### config.mk
export PLATFORM = sky130hd
export DESIGN_NAME = adsr_envelope_voice_bank_core
export DESIGN_NICKNAME = d
export VERILOG_FILES = /design/src/hw/rtl/adsr_pkg.sv /design/src/hw/rtl/adsr_div.sv /design/src/hw/rtl/adsr_envelope_voice_bank_core.sv
export VERILOG_INCLUDE_DIRS = /design/src /design/src/hw/rtl
export SDC_FILE = /design/constraint.sdc
export NUM_CORES = 2
export LEC_CHECK = 0
export ABC_AREA = 1
export BUFFER_PORTS_ARGS = -buffer_cell sky130_fd_sc_hd__clkbuf_2
export CAP_MARGIN = 20
export CORE_MARGIN = 2
export CORE_UTILIZATION = 41
export CTS_BUF_LIST = sky130_fd_sc_hd__clkbuf_2 sky130_fd_sc_hd__clkbuf_4 sky130_fd_sc_hd__clkbuf_8
export CTS_CLUSTER_SIZE = 14
export DETAILED_ROUTE_END_ITERATION = 8
export PLACE_DENSITY = 0.67
export SYNTH_ARGS = -nofsm -noshare
export SYNTH_HDL_FRONTEND = slang
export SYNTH_SLANG_ARGS = --single-unit
### constraint.sdc
create_clock -name clk -period 7.8 [get_ports clk]
set_input_delay 0.78 -clock clk [delete_from_list [all_inputs] [get_ports clk]]
set_output_delay 0.78 -clock clk [all_outputs]
set_load 0.01 [all_outputs]
### src/hw/rtl/adsr_envelope_voice_bank_core_macros.svh
// ----------------------------------------------------------------------------
// ADSR voice bank assertion macros
// Concurrent assertion wrappers. They compile away when SYNTHESIS is defined.
// ----------------------------------------------------------------------------
`ifndef ADSR_ENVELOPE_VOICE_BANK_CORE_MACROS_SVH
`define ADSR_ENVELOPE_VOICE_BANK_CORE_MACROS_SVH

`ifndef SYNTHESIS
// Checked on every clock edge outside reset.
`define ADSR_ASSERT(lbl, prop, msg) \
  lbl: assert property (@(posedge clk) disable iff (!rst_n) prop) else $error(msg);
// Checked on every clock edge, reset included.
`define ADSR_ASSERT_ALWAYS(lbl, prop, msg) \
  lbl: assert property (@(posedge clk) prop) else $error(msg);
`else
`define ADSR_ASSERT(lbl, prop, msg)
`define ADSR_ASSERT_ALWAYS(lbl, prop, msg)
`endif

`endif

### src/hw/rtl/adsr_pkg.sv
// ----------------------------------------------------------------------------
// ADSR voice bank package
// Shared widths, item types, sequencer states and helper functions.
// ----------------------------------------------------------------------------
package adsr_pkg;

  localparam int NUM_VOICES = 16;
  localparam int SLOT_BITS  = 4;
  localparam int TIME_BITS  = 20;
  localparam int AGE_BITS   = TIME_BITS + 4;
  localparam int DT_BITS    = 16;
  localparam int LVL_BITS   = 16;
  localparam int NUM_BITS   = TIME_BITS + LVL_BITS;
  localparam int DIV_CNT_BITS = $clog2(LVL_BITS) + 1;

  localparam logic [LVL_BITS-1:0]  LEVEL_ONE = LVL_BITS'(32768);
  localparam logic [AGE_BITS-1:0]  AGE_MAX   = {AGE_BITS{1'b1}};
  localparam logic [SLOT_BITS-1:0] SLOT_LAST = SLOT_BITS'(NUM_VOICES - 1);

  typedef enum logic [1:0] {
    START_TICK = 2'd0,
    START_OK   = 2'd1,
    START_FULL = 2'd2
  } start_status_t;

  typedef struct packed {
    logic                 action;
    logic [DT_BITS-1:0]   delta_time;
    logic [TIME_BITS-1:0] attack_time;
    logic [TIME_BITS-1:0] decay_time;
    logic [TIME_BITS-1:0] hold_time;
    logic [TIME_BITS-1:0] release_time;
    logic [LVL_BITS-1:0]  peak_level;
    logic [LVL_BITS-1:0]  sustain_level;
  } in_item_t;

  typedef struct packed {
    logic [SLOT_BITS-1:0] slot_index;
    logic                 slot_active;
    logic [LVL_BITS-1:0]  level;
    logic                 voice_ended;
    start_status_t        start_status;
    logic                 is_last;
  } out_item_t;

  typedef enum logic [3:0] {
    ST_IDLE,
    ST_SCAN,
    ST_AGE,
    ST_SUM_H,
    ST_SUM_R,
    ST_CLASS,
    ST_MUL1,
    ST_MUL2,
    ST_DIV,
    ST_DIV_WAIT,
    ST_EMIT
  } seq_state_t;

  typedef struct packed {
    logic busy;
    logic done;
  } div_stat_t;

  // Levels above one are saturated to one when a voice starts.
  function automatic logic [LVL_BITS-1:0] clamp_level(input logic [LVL_BITS-1:0] v);
    return (v > LEVEL_ONE) ? LEVEL_ONE : v;
  endfunction

endpackage

### src/hw/rtl/adsr_div.sv
// ----------------------------------------------------------------------------
// ADSR level divider
// Restoring divider, one quotient bit per cycle, for quotients below 2^16.
// ----------------------------------------------------------------------------
module adsr_div
  import adsr_pkg::*;
(
  input  logic                 clk,
  input  logic                 rst_n,
  input  logic                 start,
  input  logic [NUM_BITS-1:0]  num,
  input  logic [TIME_BITS-1:0] den,
  output div_stat_t            stat,
  output logic [LVL_BITS-1:0]  quot
);

  logic [TIME_BITS-1:0]    rem_r, rem_nxt;
  logic [LVL_BITS-1:0]     low_r, low_nxt;
  logic [TIME_BITS-1:0]    den_r;
  logic [DIV_CNT_BITS-1:0] cnt_r;
  logic                    busy_r, done_r;
  logic [TIME_BITS:0]      shifted;
  logic [TIME_BITS:0]      diff;
  logic                    ge;

  // The caller guarantees num < den * 2^16, so the top bits start below den.
  always_comb begin
    shifted = {rem_r, low_r[LVL_BITS-1]};
    diff    = shifted - {1'b0, den_r};
    ge      = (shifted >= {1'b0, den_r});
    rem_nxt = ge ? diff[TIME_BITS-1:0] : shifted[TIME_BITS-1:0];
    low_nxt = {low_r[LVL_BITS-2:0], ge};
  end

  always_ff @(posedge clk) begin
    if (!rst_n) begin
      busy_r <= 1'b0;
      done_r <= 1'b0;
      cnt_r  <= '0;
    end else begin
      done_r <= 1'b0;
      if (start) begin
        busy_r <= 1'b1;
        cnt_r  <= DIV_CNT_BITS'(LVL_BITS);
      end else if (busy_r) begin
        cnt_r <= cnt_r - 1'b1;
        if (cnt_r == DIV_CNT_BITS'(1)) begin
          busy_r <= 1'b0;
          done_r <= 1'b1;
        end
      end
    end
  end

  always_ff @(posedge clk) begin
    if (start) begin
      rem_r <= num[NUM_BITS-1:LVL_BITS];
      low_r <= num[LVL_BITS-1:0];
      den_r <= den;
    end else if (busy_r) begin
      rem_r <= rem_nxt;
      low_r <= low_nxt;
    end
  end

  assign stat.busy = busy_r;
  assign stat.done = done_r;
  assign quot      = low_r;

endmodule

### src/hw/rtl/adsr_envelope_voice_bank_core.sv
// ----------------------------------------------------------------------------
// ADSR envelope voice bank core
// Sixteen voice slots with piecewise-linear attack, decay, hold and release.
// ----------------------------------------------------------------------------
// The bank takes one item at a time and is not ready until every result of
// that item has been computed. A start item walks the slots from slot 0, one
// slot per cycle, and takes the first free one, giving one result (start
// accepted, or bank full with slot 0). A tick item walks all 16 slots; a
// free slot gives no result, a busy slot gives one result, in rising slot
// order, with is_last on the final one. A busy slot goes through the add
// chain for the phase boundaries, two passes through the shared 16 x 20
// multiplier and the shared restoring divider. Slots in their hold phase or
// just ended skip the multiplier and the divider.
// Results wait in an output register, so a stalled result channel only
// holds the sequencer when the next result is ready to go.
// ----------------------------------------------------------------------------
`include "adsr_envelope_voice_bank_core_macros.svh"

module adsr_envelope_voice_bank_core
  import adsr_pkg::*;
(
  input  logic      clk,
  input  logic      rst_n,
  input  logic      in_valid,
  output logic      in_ready,
  input  in_item_t  in_data,
  output logic      out_valid,
  input  logic      out_ready,
  output out_item_t out_data
);

  // Per-slot envelope storage. Each array is read only at the slot that the
  // sequencer currently visits.
  logic [AGE_BITS-1:0]  age_mem [NUM_VOICES];
  logic [TIME_BITS-1:0] atk_mem [NUM_VOICES];
  logic [TIME_BITS-1:0] dec_mem [NUM_VOICES];
  logic [TIME_BITS-1:0] hld_mem [NUM_VOICES];
  logic [TIME_BITS-1:0] rel_mem [NUM_VOICES];
  logic [LVL_BITS-1:0]  pk_mem  [NUM_VOICES];
  logic [LVL_BITS-1:0]  sus_mem [NUM_VOICES];

  seq_state_t            state_r, state_nxt;
  logic [SLOT_BITS-1:0]  slot_r, slot_nxt;
  logic [NUM_VOICES-1:0] busy_r, busy_nxt;
  in_item_t              in_r, in_nxt;
  logic [AGE_BITS-1:0]   age_r, age_nxt;
  logic [AGE_BITS-1:0]   end_d_r, end_d_nxt;
  logic [AGE_BITS-1:0]   end_h_r, end_h_nxt;
  logic [AGE_BITS-1:0]   end_r_r, end_r_nxt;
  logic [LVL_BITS-1:0]   a1_r, a1_nxt, a2_r, a2_nxt;
  logic [TIME_BITS-1:0]  x1_r, x1_nxt, x2_r, x2_nxt;
  logic [TIME_BITS-1:0]  den_r, den_nxt;
  logic [NUM_BITS-1:0]   acc_r, acc_nxt;
  out_item_t             res_r, res_nxt;
  out_item_t             out_r, out_nxt;
  logic                  out_valid_r, out_valid_nxt;

  logic                  start_we;
  logic                  age_we;
  logic                  div_start;
  div_stat_t             div_stat;
  logic [LVL_BITS-1:0]   div_quot;

  logic [NUM_VOICES-1:0] hi_mask;
  logic                  hi_busy;
  logic [AGE_BITS:0]     age_sum;
  logic [AGE_BITS-1:0]   atk_ext, dec_ext, hld_ext, rel_ext;
  logic [AGE_BITS-1:0]   since_atk;
  logic [AGE_BITS-1:0]   to_end;
  logic [LVL_BITS-1:0]   mul_a;
  logic [TIME_BITS-1:0]  mul_x;
  logic [NUM_BITS-1:0]   mul_p;

  // The shared multiplier: first pass forms a1 * x1, second adds a2 * x2.
  assign mul_a = (state_r == ST_MUL1) ? a1_r : a2_r;
  assign mul_x = (state_r == ST_MUL1) ? x1_r : x2_r;
  assign mul_p = NUM_BITS'(mul_a) * NUM_BITS'(mul_x);

  assign atk_ext = AGE_BITS'(atk_mem[slot_r]);
  assign dec_ext = AGE_BITS'(dec_mem[slot_r]);
  assign hld_ext = AGE_BITS'(hld_mem[slot_r]);
  assign rel_ext = AGE_BITS'(rel_mem[slot_r]);
  assign since_atk = age_r - atk_ext;
  assign to_end    = end_r_r - age_r;
  assign age_sum   = {1'b0, age_mem[slot_r]} + (AGE_BITS + 1)'(in_r.delta_time);

  // A tick result is the final one when no slot above the current one is busy.
  always_comb begin
    for (int i = 0; i < NUM_VOICES; i++) begin
      hi_mask[i] = (SLOT_BITS'(i) > slot_r);
    end
    hi_busy = |(busy_r & hi_mask);
  end

  adsr_div u_div (
    .clk   (clk),
    .rst_n (rst_n),
    .start (div_start),
    .num   (acc_r),
    .den   (den_r),
    .stat  (div_stat),
    .quot  (div_quot)
  );

  always_comb begin
    state_nxt     = state_r;
    slot_nxt      = slot_r;
    busy_nxt      = busy_r;
    in_nxt        = in_r;
    age_nxt       = age_r;
    end_d_nxt     = end_d_r;
    end_h_nxt     = end_h_r;
    end_r_nxt     = end_r_r;
    a1_nxt        = a1_r;
    a2_nxt        = a2_r;
    x1_nxt        = x1_r;
    x2_nxt        = x2_r;
    den_nxt       = den_r;
    acc_nxt       = acc_r;
    res_nxt       = res_r;
    out_nxt       = out_r;
    out_valid_nxt = out_valid_r;
    start_we      = 1'b0;
    age_we        = 1'b0;
    div_start     = 1'b0;

    if (out_valid_r && out_ready) begin
      out_valid_nxt = 1'b0;
    end

    case (state_r)
      ST_IDLE: begin
        if (in_valid) begin
          in_nxt    = in_data;
          slot_nxt  = '0;
          state_nxt = ST_SCAN;
        end
      end

      ST_SCAN: begin
        if (in_r.action) begin
          // Start: claim the lowest free slot, or report a full bank.
          if (!busy_r[slot_r]) begin
            start_we               = 1'b1;
            busy_nxt[slot_r]       = 1'b1;
            res_nxt.slot_index     = slot_r;
            res_nxt.slot_active    = 1'b1;
            res_nxt.level          = '0;
            res_nxt.voice_ended    = 1'b0;
            res_nxt.start_status   = START_OK;
            res_nxt.is_last        = 1'b1;
            state_nxt              = ST_EMIT;
          end else if (slot_r == SLOT_LAST) begin
            res_nxt.slot_index     = '0;
            res_nxt.slot_active    = 1'b0;
            res_nxt.level          = '0;
            res_nxt.voice_ended    = 1'b0;
            res_nxt.start_status   = START_FULL;
            res_nxt.is_last        = 1'b1;
            state_nxt              = ST_EMIT;
          end else begin
            slot_nxt = slot_r + 1'b1;
          end
        end else begin
          if (busy_r[slot_r]) begin
            state_nxt = ST_AGE;
          end else if (slot_r == SLOT_LAST) begin
            state_nxt = ST_IDLE;
          end else begin
            slot_nxt = slot_r + 1'b1;
          end
        end
      end

      ST_AGE: begin
        // Saturating age update, and the end of the decay phase.
        age_nxt   = (age_sum >= (AGE_BITS + 1)'(AGE_MAX)) ? AGE_MAX
                                                          : age_sum[AGE_BITS-1:0];
        age_we    = 1'b1;
        end_d_nxt = atk_ext + dec_ext;
        state_nxt = ST_SUM_H;
      end

      ST_SUM_H: begin
        end_h_nxt = end_d_r + hld_ext;
        state_nxt = ST_SUM_R;
      end

      ST_SUM_R: begin
        end_r_nxt = end_h_r + rel_ext;
        state_nxt = ST_CLASS;
      end

      ST_CLASS: begin
        res_nxt.slot_index   = slot_r;
        res_nxt.slot_active  = 1'b1;
        res_nxt.level        = '0;
        res_nxt.voice_ended  = 1'b0;
        res_nxt.start_status = START_TICK;
        res_nxt.is_last      = !hi_busy;
        a2_nxt  = '0;
        x2_nxt  = '0;
        if (age_r < atk_ext) begin
          // Attack ramp: peak * age / attack.
          a1_nxt    = pk_mem[slot_r];
          x1_nxt    = age_r[TIME_BITS-1:0];
          den_nxt   = atk_mem[slot_r];
          state_nxt = ST_MUL1;
        end else if (age_r < end_d_r) begin
          // Decay line from peak down (or up) to the sustain level.
          a1_nxt    = pk_mem[slot_r];
          x1_nxt    = dec_mem[slot_r] - since_atk[TIME_BITS-1:0];
          a2_nxt    = sus_mem[slot_r];
          x2_nxt    = since_atk[TIME_BITS-1:0];
          den_nxt   = dec_mem[slot_r];
          state_nxt = ST_MUL1;
        end else if (age_r < end_h_r) begin
          res_nxt.level = sus_mem[slot_r];
          state_nxt     = ST_EMIT;
        end else if (age_r < end_r_r) begin
          // Release: sustain * remaining / release.
          a1_nxt    = sus_mem[slot_r];
          x1_nxt    = to_end[TIME_BITS-1:0];
          den_nxt   = rel_mem[slot_r];
          state_nxt = ST_MUL1;
        end else begin
          // Release is over: the voice ends and its slot is freed.
          busy_nxt[slot_r]    = 1'b0;
          res_nxt.slot_active = 1'b0;
          res_nxt.voice_ended = 1'b1;
          state_nxt           = ST_EMIT;
        end
      end

      ST_MUL1: begin
        acc_nxt   = mul_p;
        state_nxt = ST_MUL2;
      end

      ST_MUL2: begin
        acc_nxt   = acc_r + mul_p;
        state_nxt = ST_DIV;
      end

      ST_DIV: begin
        div_start = 1'b1;
        state_nxt = ST_DIV_WAIT;
      end

      ST_DIV_WAIT: begin
        if (div_stat.done) begin
          res_nxt.level = div_quot;
          state_nxt     = ST_EMIT;
        end
      end

      ST_EMIT: begin
        if (!out_valid_r || out_ready) begin
          out_nxt       = res_r;
          out_valid_nxt = 1'b1;
          if (in_r.action || slot_r == SLOT_LAST) begin
            state_nxt = ST_IDLE;
          end else begin
            slot_nxt  = slot_r + 1'b1;
            state_nxt = ST_SCAN;
          end
        end
      end

      default: begin
        state_nxt = ST_IDLE;
      end
    endcase
  end

  // Control state.
  always_ff @(posedge clk) begin
    if (!rst_n) begin
      state_r     <= ST_IDLE;
      busy_r      <= '0;
      out_valid_r <= 1'b0;
      slot_r      <= '0;
    end else begin
      state_r     <= state_nxt;
      busy_r      <= busy_nxt;
      out_valid_r <= out_valid_nxt;
      slot_r      <= slot_nxt;
    end
  end

  // Working registers of the sequencer; no reset needed.
  always_ff @(posedge clk) begin
    in_r    <= in_nxt;
    age_r   <= age_nxt;
    end_d_r <= end_d_nxt;
    end_h_r <= end_h_nxt;
    end_r_r <= end_r_nxt;
    a1_r    <= a1_nxt;
    a2_r    <= a2_nxt;
    x1_r    <= x1_nxt;
    x2_r    <= x2_nxt;
    den_r   <= den_nxt;
    acc_r   <= acc_nxt;
    res_r   <= res_nxt;
    out_r   <= out_nxt;
  end

  // Slot storage writes: a start loads the envelope and clears the age,
  // a tick writes back the updated age.
  always_ff @(posedge clk) begin
    if (start_we) begin
      age_mem[slot_r] <= '0;
      atk_mem[slot_r] <= in_r.attack_time;
      dec_mem[slot_r] <= in_r.decay_time;
      hld_mem[slot_r] <= in_r.hold_time;
      rel_mem[slot_r] <= in_r.release_time;
      pk_mem[slot_r]  <= clamp_level(in_r.peak_level);
      sus_mem[slot_r] <= clamp_level(in_r.sustain_level);
    end else if (age_we) begin
      age_mem[slot_r] <= age_nxt;
    end
  end

  assign in_ready  = (state_r == ST_IDLE);
  assign out_valid = out_valid_r;
  assign out_data  = out_r;

  `ADSR_ASSERT_ALWAYS(a_reset_no_out, !rst_n |=> !out_valid, "result valid right after reset")
  `ADSR_ASSERT(a_one_item, in_valid && in_ready |=> !in_ready, "second item taken while busy")
  `ADSR_ASSERT(a_div_free, div_start |-> !div_stat.busy, "divider restarted while busy")
  `ADSR_ASSERT(a_div_range, div_stat.done |-> div_quot <= LEVEL_ONE, "level above one")
  `ADSR_ASSERT(a_ended_silent, out_valid && out_data.voice_ended |-> out_data.level == '0 && !out_data.slot_active, "ended voice not silent")

endmodule
* Word level (Yosys, flattened, before mapping) *
Memories as Yosys holds them, arrays and structs flattened. A register that Yosys moved wholly into a read port is not among the register bits.
Index checks and enable logic that the tools add are counted.

word-level totals
  output and inout port bits = 27
  bits in writable memories = 2176
  memories kept = 7
  input bits = 133
  logic and storage cells = 252
  register bits = 491

memories
  memory           words  width  rd ports  clocked after Yosys merged registers in  wr ports  line                                 source
  age_mem          16     24     1         1                                        1         adsr_envelope_voice_bank_core.sv:34  logic [AGE_BITS-1:0] age_mem [NUM_VOICES];
  atk_mem          16     20     1         1                                        1         adsr_envelope_voice_bank_core.sv:35  logic [TIME_BITS-1:0] atk_mem [NUM_VOICES];
  dec_mem          16     20     1         1                                        1         adsr_envelope_voice_bank_core.sv:36  logic [TIME_BITS-1:0] dec_mem [NUM_VOICES];
  hld_mem          16     20     1         1                                        1         adsr_envelope_voice_bank_core.sv:37  logic [TIME_BITS-1:0] hld_mem [NUM_VOICES];
  rel_mem          16     20     1         1                                        1         adsr_envelope_voice_bank_core.sv:38  logic [TIME_BITS-1:0] rel_mem [NUM_VOICES];
  pk_mem           16     16     1         1                                        1         adsr_envelope_voice_bank_core.sv:39  logic [LVL_BITS-1:0] pk_mem [NUM_VOICES];
  1 more memories  --     --     --        --                                       --        --

operators by class
  $add $sub $neg = 11
  reduce and logical (&&, ||, !) cells = 25
  multiplexer cells = 105
  bitwise logic cells = 8
  equal/unequal tests = 28
  magnitude comparators = 26
  $mul = 1

operators with widths
  kind                  number
  $mux 16               17
  $mux 20               12
  $mux 4                33
  $sub 20x20->20        4
  $mux 25               3
  $lt 24x24->1          3
  $mux 24               3
  $pmux 36 s2           1
  $add 24x20->24        2
  $pmux 16 s3           1
  $pmux 4 s11           1
  $add 36x36->36        1
  $mul 16x20->36        1
  $mux 18               2
  $and 16x16->16        2
  $gt 16x16->1 const B  2
  $gt 4x4->1 const A    8
  $pmux 16 s2           1
  $add 24x16->25        1
  $ge 25x24->1 const B  1
  $lt 24x20->1          1
  $mux 1                24
  $add 20x20->21        1
  $ge 21x20->1          1
  other kinds (41)      78

* Logic depth before layout (Yosys ltp) *
  depth after elaboration = 11
  gate-level depth with buffers = 46
  gate-level depth less buffers = 44

* By module *
Synthesis repeated with hierarchy kept, for this count alone.

unflattened totals
  cells, all modules = 11274
  area total of the unflattened synthesis = 126936.7 um2

by module, submodules not included
  module                         cells each  area an instance (um2)  instances  seq. area each (um2)
  adsr_envelope_voice_bank_core  10720       122712.7                1          77604.4
  adsr_div                       554         4224.1                  1          1821.7

* Worst setup path before layout *
OpenSTA, ideal clock, no wires.

  kind = register -> register
  from = reg state_r[1]
  to = reg acc_r[33], data pin
  slack = -178 ps
  setup time = 254 ps
  clock period less this slack = 7978 ps
  arrival time = 7724 ps
  stages on the path, launching flop included = 40
  path buffers = 2
  cells stage by stage = dfxtp_1 inv_1 nor2_1 nand2_1 buf_2 o21ai_0 clkbuf_1 nand2_1 fa_1 fa_1 fa_1 inv_1 fa_1 fa_1 inv_1 fa_1 inv_1 ha_1 [4 not listed] nand2_1 nand2_1 inv_1 o21ai_0 nand2_1 nand2_1 nand2_1 and2_1 ha_1 nand2_1 nor2_1 inv_1 nor4_1 nand3_1 nand3_1 nand2_1 nand3_1 nand2_1

on the way
  word-level cells in the longest chain between the ends = 5
  elaborated cells between the ends (all ways) = 7
  those cells by class = add/sub (1); mul (1); eq/ne (2); mux (3)

RTL lines
  item                                line                                                                                                            source
  from (decl)                         adsr_envelope_voice_bank_core.sv:42                                                                             seq_state_t state_r, state_nxt;
  from (signal assigned)              adsr_envelope_voice_bank_core.sv:284                                                                            state_r <= state_nxt;
  $eq 4x3->1                          adsr_envelope_voice_bank_core.sv:75, adsr_envelope_voice_bank_core.sv:76, adsr_envelope_voice_bank_core.sv:131
  $mux 16 or $mux 20 (tied branches)  adsr_envelope_voice_bank_core.sv:75, adsr_envelope_voice_bank_core.sv:76
  $mul 16x20->36                      adsr_envelope_voice_bank_core.sv:77                                                                             assign mul_p = NUM_BITS'(mul_a) * NUM_BITS'(mul_x);
  $add 36x36->36                      adsr_envelope_voice_bank_core.sv:241                                                                            acc_nxt = acc_r + mul_p;
  $pmux 36 s2 (*)                     adsr_envelope_voice_bank_core.sv:131                                                                            case (state_r)
  net acc_nxt[33]                     adsr_envelope_voice_bank_core.sv:53                                                                             logic [NUM_BITS-1:0] acc_r, acc_nxt;
  to (signal assigned)                adsr_envelope_voice_bank_core.sv:303                                                                            acc_r <= acc_nxt;
  to (decl)                           adsr_envelope_voice_bank_core.sv:53

Mark *: on every way through the listed nets, which the timed path passes. The rest lies on a longest branch.
A chain may end at the register's enable or synchronous reset.

* Final worst setup path *
  from = reg state_r[2]
  to = reg acc_r[35], data pin

Same word-level chain as after synthesis.

==> results.yml <==
drt:
  via_count: 89700
  drt_iter0_markers: 10500
  dr_wl_met2_mm: 172
  wl_mm: 378
  drc_errors: 0
  wl_met3_mm: 33.4
  routed_via_density: 5.53
  routed.top_layer: "met5"
  ant_nets: 0
  drt_first_pass_iters: 7
  wl_met1_mm: 156
  wl_per_cell_um: 23.3
yosys:
  synth.area.mux_share: 0.000955
  syn_inst: 11000
  syn_area_per_cell_um2: 11.4
  syn-num-nets: 11800
  yosysTopAreaCellShare: 0.622
  ys_types: 57
  async_flop_share: 0
  yosys-top-cells-area: "edfxtp_1 (62%), o21ai_0 (5.2%), nor2_1 (4.9%)"
  synth_xor_area_frac: 0.0120
  syn_area_mm2: 0.126
  synth_top_family_by_area: "compound AO/OA/AOI/OAI gates"
  ys_warn_count: 0
  synth_seq_cells: 2665
  synth_top_area_cell: "edfxtp_1"
  yosys.area_share.adder: 0.0778
  synth_edf_count: 2605
  synth-simple-area-share: 0.112
  synth-seq-area-share: 0.631
  synth_compound_area_frac: 0.117
  synth-main-ff-cell: "edfxtp_1"
sta:
  tightestPinTransition_ns: 1.23
  whs_ns: 0.0457
  clock.fmax_mhz: 129
  rsz0062_at_grt: "true"
  min_period_over_period: 0.991
  final.setup.worst_slack_ns: 0.0729
  slew_violations: 0
  hold_viol_final: 0
  slew_headroom: 0.170
  setup-tns-final_ns: 0
  min_period_ns: 7.73
  setup_viol: 0
  skew_ns: 0.113
final_layout:
  fillerInstances: 27100
  syn2layout_area_growth_pct: 15.9
  final_cell_mix: "edfxtp_1 (2605), nor2_1 (1543), nand2_1 (1354)"
  multi_input_area_mm2: 0.0421
  layout-drive-gt1-share: 0.148
  seqCellArea_mm2: 0.0794
  fin_area_mm2: 0.146
  final_common_cell: "edfxtp_1"
  fin_cells: 16200
  nets: 12600
clock_network:
  clockBufferDepth: 4
  clk_latency_ns: 1.12
  cts_buffers: 421
  cts_sinks: 2665
  cts_tree: "done"
  clockRootBuffer: "clkbuf_8"
  clkSlewWorstSetupHoldPaths_ns: 0.07
  htreeDepth: 5
setup_path:
  arrival_ns: 8.60
  path_class: "reg -> reg"
  crit_top_cell: "nand2_1"
  critPathMaxFanout: 14
  max_stage_delay_ns: 0.56
  endpoint_kind: "register"
  critPathLaunchType: "register"
  cp.required_ns: 8.67
  slowest_stage: "fa_1"
global_route:
  first_global_vias: 84600
  antenna_found_initial: 15
  grt_max_degree: 128
  track_usage: 0.236
  grt_pass1_wl_mm: 550
  gr-total-overflow: 0
power:
  power_leakage_nw: 54.1
  ir_drop_mv: 0.541
  powerDensity_mw_per_mm2: 451
placement:
  dp_cells: 15300
  place.gp.congestion: 0.978
  placed_area_mm2: 0.134
  io_buffers: 159
  dp_hpwl_mm: 234
  pre_cts_slack_ns: -0.483
min_path:
  hold_class: "in -> reg"
die:
  die-area_mm2: 0.311
  coreArea_mm2: 0.306
  std_cell_rows: 203
  die_w_um: 558
  die_h_um: 558
  initial_utilization: 0.412
  io_pins: 160
status:
  outcome: "finished, final reports clean"
job:
  max_cap_violations: 0
-- worst paths after layout --
kind / from / endpoint / slack [ns] / cells past startpoint
setup / recovery: state_r[2]$_SDFFE_PN0P_ / acc_r[35]$_DFFE_PP_ / 0.07 / 39
hold / removal: in_data[52] / in_r[52]$_DFFE_PP_ / 0.05 / 1
setup reg to reg: state_r[2]$_SDFFE_PN0P_ / acc_r[35]$_DFFE_PP_ / 0.07 / 39
hold reg to reg: res_r[3]$_SDFFCE_PN0P_ / out_data[3]$_DFFE_PP_ / 0.41 / 0
-- where the power goes --
| part | switching [W] | total (W) | internal [W] |
|---|---|---|---|
| registers | 0.00110 | 0.0192 | 0.0181 |
| logic | 0.0221 | 0.0345 | 0.0124 |
| clock network | 0.00555 | 0.0120 | 0.00641 |
| total | 0.0287 | 0.0657 | 0.0370 |
-- worst max-delay path: cells and delay by family, from the launching register on --
family / cells / cell delay [ns]
and+or+nand+nor: 18 / 2.06
AOI/OAI and AO/OA: 1 / 0.11
adders and majority gates: 8 / 3.66
buffers and inverters: 12 / 1.34
DFF: 1 / 0.33
-- metal layers --
metal  vias up  GRT usage
li1      40700          -
met2      4291      0.371
met1     44000      0.328
met3       664     0.0378
met4         4     0.0911
met5         -          0
-- cell usage after synthesis, drive strengths merged (36+ instances only) --
library cell,instances
nand3,299
a21oi,331
nor2,1649
clkbuf,291
buf,256
nand4,63
ha,368
o22ai,317
o221ai,235
inv,937
o21ai,1408
a31oi,36
fa,259
o211ai,141
xnor2,74
nand2,1403
dfxtp,60
edfxtp,2605
xor2,98
-- per-stage QoR --
stage,total power [W],util
2_1_floorplan,0.0379,-
3_3_place_gp,0.0496,0.438
3_5_place_dp,0.0497,0.438
4_1_cts,0.0624,0.471
5_1_grt,0.0693,0.477
6_report,0.0657,0.477
-- state kept, by name, indices dropped and copies added (netlist names), 129 cells and up, named ones only --
register  count
age_mem     384
atk_mem     320
dec_mem     320
hld_mem     320
rel_mem     320
pk_mem      256
sus_mem     256
in_r        129
-- final cells by class --
class | count | area share
clock buffers | 578 | 0.0483
repair buffers | 877 | 0.0492
diodes | 6 | 0.000103
inverters | 948 | 0.0248
well taps | 4100 | 0.0352
clock inverters | 170 | 0.00898
multi-input cells | 6889 | 0.289
flip-flops and latches | 2665 | 0.545
-- cell families after synthesis --
| kind of cell | Yosys count |
|---|---|
| xor+xnor | 172 |
| mux | 12 |
| simple gates | 3520 |
| flops | 2665 |
| compound gates | 2558 |
| buf+inv | 1495 |
| fa+ha+maj | 627 |
-- what timing repair did --
item / in CTS / in global routing
endpoints found under the setup margin: 22 / 23
hold endpoints to repair: 128 / 0
setup buffers: 10 / 37
hold buffers: 128 / 0
pin swaps: 12 / 85
gates resized for setup: 82 / 341
cloned: 0 / 0
No activity file was read; power rests on OpenSTA's default activity.
